===== src/pttf_pkg.sv =====
// Package for the pan-tilt servo packet framer: item and command types,
// servo bus constants and configuration register indexes.
// No dependencies; every other file in src uses it by scoped names.
package pttf_pkg;

  localparam int RAW_MIN = 0;
  localparam int RAW_MAX = 4095;

  localparam logic [7:0] YAW_SERVO_ID   = 8'd1;
  localparam logic [7:0] PITCH_SERVO_ID = 8'd2;

  localparam logic [7:0] SYNC_BYTE   = 8'hFF;
  localparam logic [7:0] WRITE_OP    = 8'h03;
  localparam logic [7:0] TORQUE_ADDR = 8'h28;
  localparam logic [7:0] GOAL_ADDR   = 8'h2A;

  localparam logic [7:0] TORQUE_LEN = 8'd4;
  localparam logic [7:0] GOAL_LEN   = 8'd9;

  localparam logic [3:0] TORQUE_PKT_BYTES = 4'd8;
  localparam logic [3:0] GOAL_PKT_BYTES   = 4'd13;

  localparam logic ACT_ENABLE = 1'b0;
  localparam logic ACT_LOOK   = 1'b1;

  typedef enum logic [2:0] {
    CFG_YAW_MIN        = 3'd0,
    CFG_YAW_MAX        = 3'd1,
    CFG_PITCH_MIN      = 3'd2,
    CFG_PITCH_MAX      = 3'd3,
    CFG_YAW_ZERO_RAW   = 3'd4,
    CFG_PITCH_ZERO_RAW = 3'd5,
    CFG_RAW_PER_DEGREE = 3'd6
  } cfg_reg_t;

  localparam logic signed [12:0] YAW_MIN_RST   = -13'sd1440;
  localparam logic signed [12:0] YAW_MAX_RST   = 13'sd1440;
  localparam logic signed [12:0] PITCH_MIN_RST = -13'sd480;
  localparam logic signed [12:0] PITCH_MAX_RST = 13'sd960;
  localparam logic [11:0] ZERO_RAW_RST         = 12'd2048;
  localparam logic [15:0] RAW_PER_DEGREE_RST   = 16'd2913;

  // Input item as it arrives, the first tdata field in the lowest bits.
  typedef struct packed {
    logic               action;
    logic [15:0]        move_time;
    logic signed [12:0] pitch_angle;
    logic signed [12:0] yaw_angle;
    logic               torque_on;
  } in_item_t;

  // Classified command handed from the front to the back.
  typedef struct packed {
    logic               look;
    logic               torque_on;
    logic [15:0]        pos_yaw;
    logic [15:0]        pos_pitch;
    logic [15:0]        move_time;
    logic signed [12:0] cur_yaw;
    logic signed [12:0] cur_pitch;
  } cmd_t;

  // Result item fields carried in tdata, the first field in the lowest bits.
  typedef struct packed {
    logic signed [12:0] current_pitch;
    logic signed [12:0] current_yaw;
    logic [7:0]         out_byte;
  } out_item_t;

endpackage


===== src/pttf_front.sv =====
// Front end of the framer: configuration registers, ready flag, angle clamp
// and the raw position conversion pipeline feeding the command queue.
// Depends on pttf_pkg.
module pttf_front (
  input  logic             clk,
  input  logic             rst,
  input  logic             cfg_we,
  input  logic [2:0]       cfg_index,
  input  logic [15:0]      cfg_data,
  input  logic             in_valid,
  output logic             in_ready,
  input  pttf_pkg::in_item_t in_item,
  output logic             push,
  output pttf_pkg::cmd_t   push_cmd,
  input  logic             q_full
);

  logic signed [12:0] yaw_min, yaw_max, pitch_min, pitch_max;
  logic [11:0]        yaw_zero_raw, pitch_zero_raw;
  logic [15:0]        raw_per_degree;

  logic               ready_flag;
  logic signed [12:0] stored_yaw, stored_pitch;

  logic               accept, is_look, keep, advance;
  logic signed [12:0] yaw_lo, yaw_c, pitch_lo, pitch_c;

  logic               s1_valid, s1_look, s1_torque;
  logic [15:0]        s1_time;
  logic signed [12:0] s1_yaw, s1_pitch;

  logic               s2_valid, s2_look, s2_torque;
  logic [15:0]        s2_time;
  logic signed [12:0] s2_yaw, s2_pitch;
  logic signed [29:0] s2_prod_yaw, s2_prod_pitch;

  function automatic logic [15:0] to_raw(logic signed [29:0] p, logic [11:0] zero);
    logic signed [29:0] r;
    logic signed [17:0] q;
    logic signed [18:0] s;
    logic [15:0]        res;
    r = p + (p[29] ? 30'sd2047 : 30'sd2048);
    q = r[29:12];
    s = $signed({7'b0, zero}) + $signed({q[17], q});
    if (s < $signed(19'(pttf_pkg::RAW_MIN))) begin
      res = 16'(pttf_pkg::RAW_MIN);
    end else if (s > $signed(19'(pttf_pkg::RAW_MAX))) begin
      res = 16'(pttf_pkg::RAW_MAX);
    end else begin
      res = s[15:0];
    end
    return res;
  endfunction

  always_ff @(posedge clk) begin
    if (rst) begin
      yaw_min        <= pttf_pkg::YAW_MIN_RST;
      yaw_max        <= pttf_pkg::YAW_MAX_RST;
      pitch_min      <= pttf_pkg::PITCH_MIN_RST;
      pitch_max      <= pttf_pkg::PITCH_MAX_RST;
      yaw_zero_raw   <= pttf_pkg::ZERO_RAW_RST;
      pitch_zero_raw <= pttf_pkg::ZERO_RAW_RST;
      raw_per_degree <= pttf_pkg::RAW_PER_DEGREE_RST;
    end else if (cfg_we) begin
      case (pttf_pkg::cfg_reg_t'(cfg_index))
        pttf_pkg::CFG_YAW_MIN:        yaw_min        <= cfg_data[12:0];
        pttf_pkg::CFG_YAW_MAX:        yaw_max        <= cfg_data[12:0];
        pttf_pkg::CFG_PITCH_MIN:      pitch_min      <= cfg_data[12:0];
        pttf_pkg::CFG_PITCH_MAX:      pitch_max      <= cfg_data[12:0];
        pttf_pkg::CFG_YAW_ZERO_RAW:   yaw_zero_raw   <= cfg_data[11:0];
        pttf_pkg::CFG_PITCH_ZERO_RAW: pitch_zero_raw <= cfg_data[11:0];
        pttf_pkg::CFG_RAW_PER_DEGREE: raw_per_degree <= cfg_data;
        default: ;
      endcase
    end
  end

  assign advance  = !s2_valid || !q_full;
  assign in_ready = advance;
  assign accept   = in_valid && in_ready;
  assign is_look  = (in_item.action == pttf_pkg::ACT_LOOK);
  assign keep     = accept && (!is_look || ready_flag);

  // A value below the lower limit ends there, even when the limits cross.
  always_comb begin
    yaw_lo   = (in_item.yaw_angle > yaw_max) ? yaw_max : in_item.yaw_angle;
    yaw_c    = (in_item.yaw_angle < yaw_min) ? yaw_min : yaw_lo;
    pitch_lo = (in_item.pitch_angle > pitch_max) ? pitch_max : in_item.pitch_angle;
    pitch_c  = (in_item.pitch_angle < pitch_min) ? pitch_min : pitch_lo;
  end

  always_ff @(posedge clk) begin
    if (rst) begin
      ready_flag   <= 1'b0;
      stored_yaw   <= '0;
      stored_pitch <= '0;
    end else if (accept) begin
      if (!is_look) begin
        ready_flag <= 1'b1;
      end else if (ready_flag) begin
        stored_yaw   <= yaw_c;
        stored_pitch <= pitch_c;
      end
    end
  end

  always_ff @(posedge clk) begin
    if (rst) begin
      s1_valid <= 1'b0;
      s2_valid <= 1'b0;
    end else if (advance) begin
      s1_valid <= keep;
      s2_valid <= s1_valid;
    end
  end

  always_ff @(posedge clk) begin
    if (advance) begin
      s1_look   <= is_look;
      s1_torque <= in_item.torque_on;
      s1_time   <= in_item.move_time;
      s1_yaw    <= is_look ? yaw_c : stored_yaw;
      s1_pitch  <= is_look ? pitch_c : stored_pitch;

      s2_look       <= s1_look;
      s2_torque     <= s1_torque;
      s2_time       <= s1_time;
      s2_yaw        <= s1_yaw;
      s2_pitch      <= s1_pitch;
      s2_prod_yaw   <= s1_yaw * $signed({1'b0, raw_per_degree});
      s2_prod_pitch <= s1_pitch * $signed({1'b0, raw_per_degree});
    end
  end

  assign push = s2_valid && !q_full;

  always_comb begin
    push_cmd.look      = s2_look;
    push_cmd.torque_on = s2_torque;
    push_cmd.pos_yaw   = to_raw(s2_prod_yaw, yaw_zero_raw);
    push_cmd.pos_pitch = to_raw(s2_prod_pitch, pitch_zero_raw);
    push_cmd.move_time = s2_time;
    push_cmd.cur_yaw   = s2_yaw;
    push_cmd.cur_pitch = s2_pitch;
  end

endmodule


===== src/pttf_queue.sv =====
// Two-entry command queue between the front end and the packet serializer.
// Depends on pttf_pkg for the command type.
module pttf_queue (
  input  logic           clk,
  input  logic           rst,
  input  logic           push,
  input  pttf_pkg::cmd_t push_cmd,
  output logic           full,
  input  logic           pop,
  output pttf_pkg::cmd_t pop_cmd,
  output logic           not_empty
);

  pttf_pkg::cmd_t mem [2];
  logic           wr_ptr, rd_ptr;
  logic [1:0]     count;

  assign full      = (count == 2'd2);
  assign not_empty = (count != 2'd0);
  assign pop_cmd   = mem[rd_ptr];

  always_ff @(posedge clk) begin
    if (push) begin
      mem[wr_ptr] <= push_cmd;
    end
  end

  always_ff @(posedge clk) begin
    if (rst) begin
      wr_ptr <= 1'b0;
      rd_ptr <= 1'b0;
      count  <= 2'd0;
    end else begin
      if (push) begin
        wr_ptr <= !wr_ptr;
      end
      if (pop) begin
        rd_ptr <= !rd_ptr;
      end
      if (push && !pop) begin
        count <= count + 2'd1;
      end else if (pop && !push) begin
        count <= count - 2'd1;
      end
    end
  end

endmodule


===== src/pttf_back.sv =====
// Packet serializer: turns one queued command into two servo write packets,
// one byte per transfer, through a registered output stage.
// Depends on pttf_pkg.
module pttf_back (
  input  logic              clk,
  input  logic              rst,
  input  logic              q_valid,
  input  pttf_pkg::cmd_t    q_cmd,
  output logic              pop,
  output logic              out_valid,
  input  logic              out_ready,
  output pttf_pkg::out_item_t out_item,
  output logic              out_last
);

  localparam logic [3:0] IDX_SYNC0 = 4'd0;
  localparam logic [3:0] IDX_SYNC1 = 4'd1;
  localparam logic [3:0] IDX_ID    = 4'd2;
  localparam logic [3:0] IDX_LEN   = 4'd3;
  localparam logic [3:0] IDX_OP    = 4'd4;
  localparam logic [3:0] IDX_ADDR  = 4'd5;
  localparam logic [3:0] IDX_D0    = 4'd6;
  localparam logic [3:0] IDX_D1    = 4'd7;
  localparam logic [3:0] IDX_D2    = 4'd8;
  localparam logic [3:0] IDX_D3    = 4'd9;

  pttf_pkg::cmd_t cur;
  logic           busy, pkt;
  logic [3:0]     idx, pkt_bytes;
  logic           last_in_pkt, last_byte, adv, emit;
  logic [7:0]     id, len, addr, pos_hi, pos_lo, sum, byte_val;
  logic [15:0]    pos;

  always_comb begin
    pkt_bytes   = cur.look ? pttf_pkg::GOAL_PKT_BYTES : pttf_pkg::TORQUE_PKT_BYTES;
    last_in_pkt = (idx == pkt_bytes - 4'd1);
    last_byte   = pkt && last_in_pkt;
    id     = pkt ? pttf_pkg::PITCH_SERVO_ID : pttf_pkg::YAW_SERVO_ID;
    len    = cur.look ? pttf_pkg::GOAL_LEN : pttf_pkg::TORQUE_LEN;
    addr   = cur.look ? pttf_pkg::GOAL_ADDR : pttf_pkg::TORQUE_ADDR;
    pos    = pkt ? cur.pos_pitch : cur.pos_yaw;
    pos_hi = pos[15:8];
    pos_lo = pos[7:0];
    sum    = id + len + pttf_pkg::WRITE_OP + addr;
    if (cur.look) begin
      sum = sum + pos_hi + pos_lo + cur.move_time[15:8] + cur.move_time[7:0];
    end else begin
      sum = sum + {7'b0, cur.torque_on};
    end

    if (last_in_pkt) begin
      byte_val = ~sum;
    end else begin
      case (idx)
        IDX_SYNC0, IDX_SYNC1: byte_val = pttf_pkg::SYNC_BYTE;
        IDX_ID:   byte_val = id;
        IDX_LEN:  byte_val = len;
        IDX_OP:   byte_val = pttf_pkg::WRITE_OP;
        IDX_ADDR: byte_val = addr;
        IDX_D0:   byte_val = cur.look ? pos_hi : {7'b0, cur.torque_on};
        IDX_D1:   byte_val = pos_lo;
        IDX_D2:   byte_val = cur.move_time[15:8];
        IDX_D3:   byte_val = cur.move_time[7:0];
        default:  byte_val = 8'h00;
      endcase
    end
  end

  assign adv  = !out_valid || out_ready;
  assign emit = busy && adv;
  assign pop  = q_valid && (!busy || (emit && last_byte));

  always_ff @(posedge clk) begin
    if (rst) begin
      busy      <= 1'b0;
      out_valid <= 1'b0;
      pkt       <= 1'b0;
      idx       <= '0;
    end else begin
      if (adv) begin
        out_valid <= busy;
      end
      if (pop) begin
        busy <= 1'b1;
        pkt  <= 1'b0;
        idx  <= '0;
      end else if (emit) begin
        if (last_byte) begin
          busy <= 1'b0;
        end else if (last_in_pkt) begin
          pkt <= 1'b1;
          idx <= '0;
        end else begin
          idx <= idx + 4'd1;
        end
      end
    end
  end

  always_ff @(posedge clk) begin
    if (pop) begin
      cur <= q_cmd;
    end
    if (emit) begin
      out_item.out_byte      <= byte_val;
      out_item.current_yaw   <= cur.cur_yaw;
      out_item.current_pitch <= cur.cur_pitch;
      out_last               <= last_byte;
    end
  end

endmodule


===== src/pan_tilt_servo_packet_framer_core.sv =====
// Top level of the pan-tilt servo packet framer: stream ports, front end,
// command queue and packet serializer. Depends on pttf_pkg, pttf_front,
// pttf_queue and pttf_back.
//
//  Channel  Direction  Handshake          Contents
//  s_*      in         s_tvalid/s_tready  command: tuser action, tdata fields
//  m_*      out        m_tvalid/m_tready  packet byte with stored angles, tlast
//  cfg_*    in         cfg_we             register index and write data
//
// An enable command gives 16 output bytes and a look command 26, one byte per
// cycle from the serializer while the output does not stall; a look command
// dropped while not ready gives none. A command passes stages s1 and s2 before
// it enters the queue, and its bytes leave through the registered byte stage.
// The queue holds two commands, so input keeps flowing while the serializer works.
// Reset is synchronous and restores registers, ready flag and stored angles.
// Output stalls hold the byte stage, then the queue, then the input.
module pan_tilt_servo_packet_framer_core (
  input  logic        clk,
  input  logic        rst,
  input  logic        s_tvalid,
  output logic        s_tready,
  input  logic [47:0] s_tdata,   // torque_on, yaw_angle, pitch_angle, move_time
  input  logic [0:0]  s_tuser,   // action
  output logic        m_tvalid,
  input  logic        m_tready,
  output logic [39:0] m_tdata,   // out_byte, current_yaw, current_pitch
  output logic        m_tlast,   // end_of_run
  input  logic        cfg_we,
  input  logic [2:0]  cfg_index,
  input  logic [15:0] cfg_data
);

  pttf_pkg::in_item_t  in_item;
  pttf_pkg::cmd_t      push_cmd, pop_cmd;
  pttf_pkg::out_item_t out_item;
  logic                push, q_full, pop, q_valid;

  assign in_item = {s_tuser, s_tdata[42:0]};
  assign m_tdata = {6'b0, out_item};

  pttf_front u_front (
    .clk      (clk),
    .rst      (rst),
    .cfg_we   (cfg_we),
    .cfg_index(cfg_index),
    .cfg_data (cfg_data),
    .in_valid (s_tvalid),
    .in_ready (s_tready),
    .in_item  (in_item),
    .push     (push),
    .push_cmd (push_cmd),
    .q_full   (q_full)
  );

  pttf_queue u_queue (
    .clk      (clk),
    .rst      (rst),
    .push     (push),
    .push_cmd (push_cmd),
    .full     (q_full),
    .pop      (pop),
    .pop_cmd  (pop_cmd),
    .not_empty(q_valid)
  );

  pttf_back u_back (
    .clk      (clk),
    .rst      (rst),
    .q_valid  (q_valid),
    .q_cmd    (pop_cmd),
    .pop      (pop),
    .out_valid(m_tvalid),
    .out_ready(m_tready),
    .out_item (out_item),
    .out_last (m_tlast)
  );

endmodule


===== config.mk =====
export PLATFORM = sky130hd
export DESIGN_NAME = pan_tilt_servo_packet_framer_core
export DESIGN_NICKNAME = d
export VERILOG_FILES = /design/src/pttf_pkg.sv /design/src/pttf_front.sv /design/src/pttf_queue.sv /design/src/pttf_back.sv /design/src/pan_tilt_servo_packet_framer_core.sv
export SDC_FILE = /design/constraint.sdc
export NUM_CORES = 2
export LEC_CHECK = 0
export BUFFER_PORTS_ARGS = -buffer_cell sky130_fd_sc_hd__buf_2
export CORE_MARGIN = 4
export CORE_UTILIZATION = 40
export CTS_CLUSTER_DIAMETER = 80
export CTS_CLUSTER_SIZE = 16
export DETAILED_ROUTE_END_ITERATION = 7
export HOLD_SLACK_MARGIN = 0.03
export PLACE_DENSITY = 0.52
export SKIP_CTS_REPAIR_TIMING = 1
export SKIP_LAST_GASP = 1
export SYNTH_ARGS = -nofsm -noshare
export SYNTH_HDL_FRONTEND = slang
export SYNTH_SLANG_ARGS = --single-unit

===== constraint.sdc =====
create_clock -name clk -period 8.05 [get_ports clk]
set_input_delay 1.2075 -clock clk [delete_from_list [all_inputs] [get_ports clk]]
set_output_delay 1.2075 -clock clk [all_outputs]
set_load 0.01 [all_outputs]

[After elaboration in Yosys (flattened, before gate mapping)]
Memory sizes are Yosys's and may differ from the RTL's. A register that Yosys moved wholly into a read port is not among the register bits.
Cells that the tools add are included.
Widths: inputs -> output; s select.
Word-level totals
  flip-flop bits (word level): 315
  bits in writable memories: 152
  bits of input ports: 73
  output and inout bits: 43
  word-level logic and storage cells: 153
  memories kept: 1
Cells by class
  add/sub/neg operators: 16
  multiply operators: 2
  order comparisons: 8
  equal/unequal tests: 17
  multiplexer cells: 29
  bitwise logic cells: 3
  reduce and logical (&&, ||, !) cells: 42
Memory list
  u_queue.mem: depth 2, width 76, rd ports 1, clocked after Yosys merged registers in 1, wr ports 1, RTL line pttf_queue.sv:14  | pttf_pkg::cmd_t mem [2];
Operators with widths (count)
  $mux 16: 5
  $mux 13: 6
  $pmux 8 s9: 1
  $add 30x13->30: 2
  $mul 13x17->30: 2
  $add 8x8->8: 6
  $add 13x18->19: 2
  $gt 19x13->1 const B: 2
  $lt 19x1->1 const B: 2
  $gt 13x13->1: 2
  $lt 13x13->1: 2
  $mux 12: 2
  $mux 8: 3
  $reduce_and 2->1: 10
  $eq 4x3->1 const B: 4
  $eq 3x3->1 const B: 3
  $logic_and 1x1->1: 9
  $logic_not 1->1: 9
  $add 8x1->8: 1
  $add 8x2->8 const B: 1
  $eq 4x2->1 const B: 2
  $eq 4x4->1 const B: 2
  $mux 2: 4
  $mux 4: 2
  other kinds (19): 33

[Longest topological paths before layout]
  depth in word-level cells: 11
  mapped depth: 25

[Hierarchy]
From an unflattened synthesis, not the netlist that was laid out.
Unflattened totals
  cells, all modules: 3490
  area total of the unflattened synthesis: 38510.7 um^2
By module, submodules not included
  pttf_front: times used 1, cells an instance 2861, area an instance 27297.4 um^2, sequential area each 6866.6 um^2
  pttf_queue: times used 1, cells an instance 258, area an instance 5845.6 um^2, sequential area each 4664.5 um^2
  pttf_back: times used 1, cells an instance 364, area an instance 5318.9 um^2, sequential area each 3473.3 um^2
  pan_tilt_servo_packet_framer_core: times used 1, cells an instance 7, area an instance 48.8 um^2, sequential area each 0.0 um^2

[Worst setup path after synthesis]
No wires, ideal clock.
  path type: register to register
  start point: register u_queue.count[0]
  end point: register u_front.stored_yaw[10]
  arrival: 6.524 ns
  required time: 7.920 ns
  setup slack: 1.396 ns
  cell stages (with the launch flop): 8
  buffers on the path: 2
  period minus slack after synthesis: 6.654 ns
  cells stage by stage: dfxtp_1 nand3b_1 nand4_1 or2_2 clkbuf_1 or3_1 clkbuf_1 o211ai_1
Between the ends
  cells in the longest elaborated chain, start to end: 5
Ends and longest elaborated chain
  from (decl): RTL line pttf_queue.sv:16  | logic [1:0] count;
  from (signal assigned): RTL line pttf_queue.sv:41  | count <= count + 2'd1;
  from (signal assigned): RTL line pttf_queue.sv:43  | count <= count - 2'd1;
  $eq 2x2->1: RTL line pttf_queue.sv:18  | assign full = (count == 2'd2);
  $logic_not 1->1: RTL line pttf_front.sv:78  | assign advance = !s2_valid || !q_full;
  $logic_or 1x1->1: RTL line pttf_front.sv:78
  via s_tready: RTL line pan_tilt_servo_packet_framer_core.sv:21  | output logic s_tready,
  $logic_and 1x1->1: RTL line pttf_front.sv:80  | assign accept = in_valid && in_ready;
  $reduce_and 3->1 (no line)
  to (signal assigned): RTL line pttf_front.sv:101  | stored_yaw <= yaw_c;
  to (decl): RTL line pttf_front.sv:23  | logic signed [12:0] stored_yaw, stored_pitch;
The timed path passes the listed nets, and every way through them passes these cells.
A chain may end at the register's enable or synchronous reset.

[Final worst setup path]
  start point: register u_front.raw_per_degree[2]
  end point: register u_front.s2_prod_yaw[29] (data pin)
Between the ends
  cells in the longest elaborated chain, start to end: 1
Ends and longest elaborated chain
  from (decl): RTL line pttf_front.sv:20  | logic [15:0] raw_per_degree;
  from (signal assigned): RTL line pttf_front.sv:63  | raw_per_degree <= pttf_pkg::RAW_PER_DEGREE_RST;
  from (signal assigned): RTL line pttf_front.sv:72  | pttf_pkg::CFG_RAW_PER_DEGREE: raw_per_degree <= cfg_data;
  $mul 13x17->30: RTL line pttf_front.sv:130  | s2_prod_yaw <= s1_yaw * $signed({1'b0, raw_per_degree});
  to (signal assigned): RTL line pttf_front.sv:130
  to (decl): RTL line pttf_front.sv:35  | logic signed [29:0] s2_prod_yaw, s2_prod_pitch;
No other way between the ends.

==> impl_metrics.csv <==
group,metric,value,unit
synth,ys_ff_latch,543,
synth,ys_warn_count,0,
cells_and_area,fin_area,41800,um2
timing,rsz0062_at_grt,"no",
synth,async_flop_share,0,%
placed_design,hpwl,67400,um
floorplan,core-area,95000,um2
route,ant_nets,0,
placed_design,gp_congestion,0.829,
timing,maxSlewHeadroom,25.9,%
timing,fin_setup_tns,0,ps
timing,worst_slew_pin_slew,1110,ps
critical_path,worstSetupPathType,"reg -> reg",
floorplan,num_rows,113,
synth,synth-seq-area-share,39.1,%
global_route,grt_max_degree,94,
global_route,grt.met3_usage,2.00,%
clocking,path_clk_slew,70,ps
clocking,cts_tree,"done",
critical_path,arrival,7100,ps
route,drtIter0Drc,1611,
critical_path,cp_data_required_time,8390,ps
outcome,run_status,"finished, final reports clean",
synth,syn_inst,3508,
synth,synth_edf_count,411,
clocking,clockRootBuffer,"clkbuf_16",
synth,postSynthAreaPerCell,10.9,um2
global_route,grt_use_met2,28.9,%
pwr,pwr_density_cell,274,nW/um2
hold_path,hold_path.class,"reg -> reg",
global_route,use_met1,26.7,%
clocking,cts_buffers,46,
timing,setup_viol,0,
global_route,grt.total_usage,18.1,%
cells_and_area,drive_gt1_share,9.61,%
critical_path,cp-end-kind,"register",
clocking,cts.sinks,543,
global_route,grt_pass1_wl,146000,um
placed_design,port_buffers,104,
global_route,antenna_found_initial,2,
floorplan,die_x,317,um
timing,final_max_slew_viol_count,0,
pwr,p_leak,17.6,nW
timing,fin_crit_sh,83.9,%
route,drt_pass1_iterations,5,
placed_design,placed_cell_area,40300,um2
synth,syn_area,38300,um2
timing,fmax,148,MHz
global_route,top_usage_layer,"met2",
route,routedWlPerCell,18.6,um
timing,period_needed,6760,ps
floorplan,die_h,317,um
floorplan,start_util,40.3,%
floorplan,dieArea,101000,um2
route,wl,90800,um
job,max-cap-violations,0,
route,via_per_inst,5.12,
cells_and_area,syn_to_final_growth,9.02,%
timing,final_hold_viol_count,0,
synth,ys_types,89,
critical_path,crit_path_start_kind,"register",
clocking,cts.htree.levels,2,
clocking,clock_latency,620,ps
floorplan,ios,116,
synth,synthFlopType,"edfxtp_1",
global_route,grt_pass1_vias,25600,
cells_and_area,fin_nets,4309,
pwr,ir_worst_vdd,0.301,mV
timing,finClkSkew,21.2,ps
global_route,overflow,0,
route,vias,25000,
critical_path,crit_fanout,18,
clocking,cts_buffer_depth,3,
route,drc,0,
worst paths after layout:
kind	startpoint	to	slack (ps)	depth (start not counted)
setup / recovery	u_front.raw_per_degree[2]	u_front.s2_prod_yaw[29]	1290	21
hold / removal	u_back.cur[11]	u_back.out_item[32]	420	0
setup reg to reg	u_front.raw_per_degree[2]	u_front.s2_prod_yaw[29]	1290	21
hold reg to reg	u_back.cur[11]	u_back.out_item[32]	420	0
flip-flops by register name, summed over array words and instances, names as in the netlist, 16 cells and up:
signal and flops:
u_front.raw_per_degree 16, u_front.s2_prod_yaw 30, u_front.s2_prod_pitch 30, u_front.s1_time 16, u_back.out_item 34, u_queue.mem 152
u_front.s2_time 16, u_back.cur 76
layout make-up:
| type | count | area, um2 |
|---|---|---|
| repair buffers | 162 | 958 |
| diodes | 1 | 2.50 |
| flip-flops and latches | 543 | 15000 |
| fillers | 9074 | 53200 |
| multi-input cells | 2391 | 21200 |
| clock inverters | 19 | 233 |
| well taps | 1265 | 1580 |
| inverters | 436 | 1640 |
| clock buffers | 59 | 1200 |
power breakdown:
group | internal, mW | total [mW] | switching, mW
Sequential | 3.71 | 4.09 | 0.379
Clock | 1.15 | 2.22 | 1.08
Combinational | 2.21 | 5.15 | 2.94
kinds of logic after synthesis:
family / count (synthesis) / share of synthesized area (%)
xor gates and xnor gates: 105 / 2.45
AOI/OAI and AO/OA: 517 / 9.38
and+or+nand+nor: 967 / 11.7
muxes: 123 / 3.47
other: 1 / 0.00979
adders and majority gates: 657 / 27.9
DFF: 543 / 39.1
buffers and inverters: 595 / 5.95
synthesized netlist by cell type, drive strengths merged, types with 17 or more instances:
master	count	area share [%]
mux2	78	2.3
a21o	45	0.88
clkbuf	131	1.3
dfxtp	132	6.9
nand2b	41	0.67
xor2	31	0.71
o31ai	30	0.60
and2	148	2.4
o211ai	17	0.33
nor3	28	0.37
a22oi	17	0.37
a21oi	164	2.3
nor2b	34	0.56
a211oi	18	0.40
inv	435	4.3
fa	329	17
nand2	509	5.0
buf	28	0.39
ha	327	11
a211o	18	0.41
a31oi	27	0.46
xnor2	74	1.7
edfxtp	411	32
mux2i	45	1.2
nand3	38	0.50
nor2	103	1.0
o21ai	54	0.71
o21a	32	0.63
per-layer routing:
metal,vias up,wire (um),share of wire (%)
met3,86,3310,3.6
met2,426,41300,45
met1,12500,44300,49
li1,12000,-,-
met5,-,0,0
met4,0,1870,2.1
placed cells by master, fill, tap and decap left out, types with 16 or more instances in the layout:
master,Yosys,layout
nand2_1,508,508
inv_1,434,434
edfxtp_1,411,411
fa_1,329,329
ha_1,327,327
a21oi_1,151,151
and2_1,148,148
dfxtp_1,132,131
buf_2,9,103
nor2_1,102,101
mux2_2,78,78
xnor2_1,73,73
buf_4,7,59
clkbuf_16,0,46
o21ai_0,45,45
a21o_1,45,45
mux2i_1,45,45
nand2b_1,41,41
nand3_1,38,38
nor2b_1,34,33
o21a_1,32,31
xor2_1,31,31
o31ai_1,29,29
nor3_1,28,26
a31oi_1,26,26
conb_1,1,22
a211o_1,18,18
o211ai_1,17,17
a211oi_1,16,16
a22oi_1,16,16
critical path: stages, from the launching register on:
cell and delay (ps):
dfxtp_1 960, nand2_1 150, fa_1 520, inv_1 50, fa_1 430, ha_1 290, ha_1 280, inv_1 50
fa_1 470, inv_1 40, ha_1 270, ha_1 230, fa_1 490, a211o_1 370, a2111oi_2 310, nor2_1 180
o221ai_2 280, o21ai_1 180, a31oi_2 320, o21ai_1 160, a2111oi_1 380, nor3b_1 90
metrics by stage:
step | utilization, % | setup slack [ps] | cells | hold WS, ps | total power, mW
global route | 44.0 | 906 | 4875 | 425 | 12.5
finish | 44.0 | 1290 | 4876 | 418 | 11.5
global placement | 42.5 | 1370 | 4797 | 401 | 9.35
detailed placement | 42.5 | 1340 | 4797 | 405 | 9.35
floorplan | - | 1400 | 3529 | 400 | 7.99
CTS | 44.0 | 1320 | 4875 | 420 | 11.6
(Power assumes the default switching activity.)
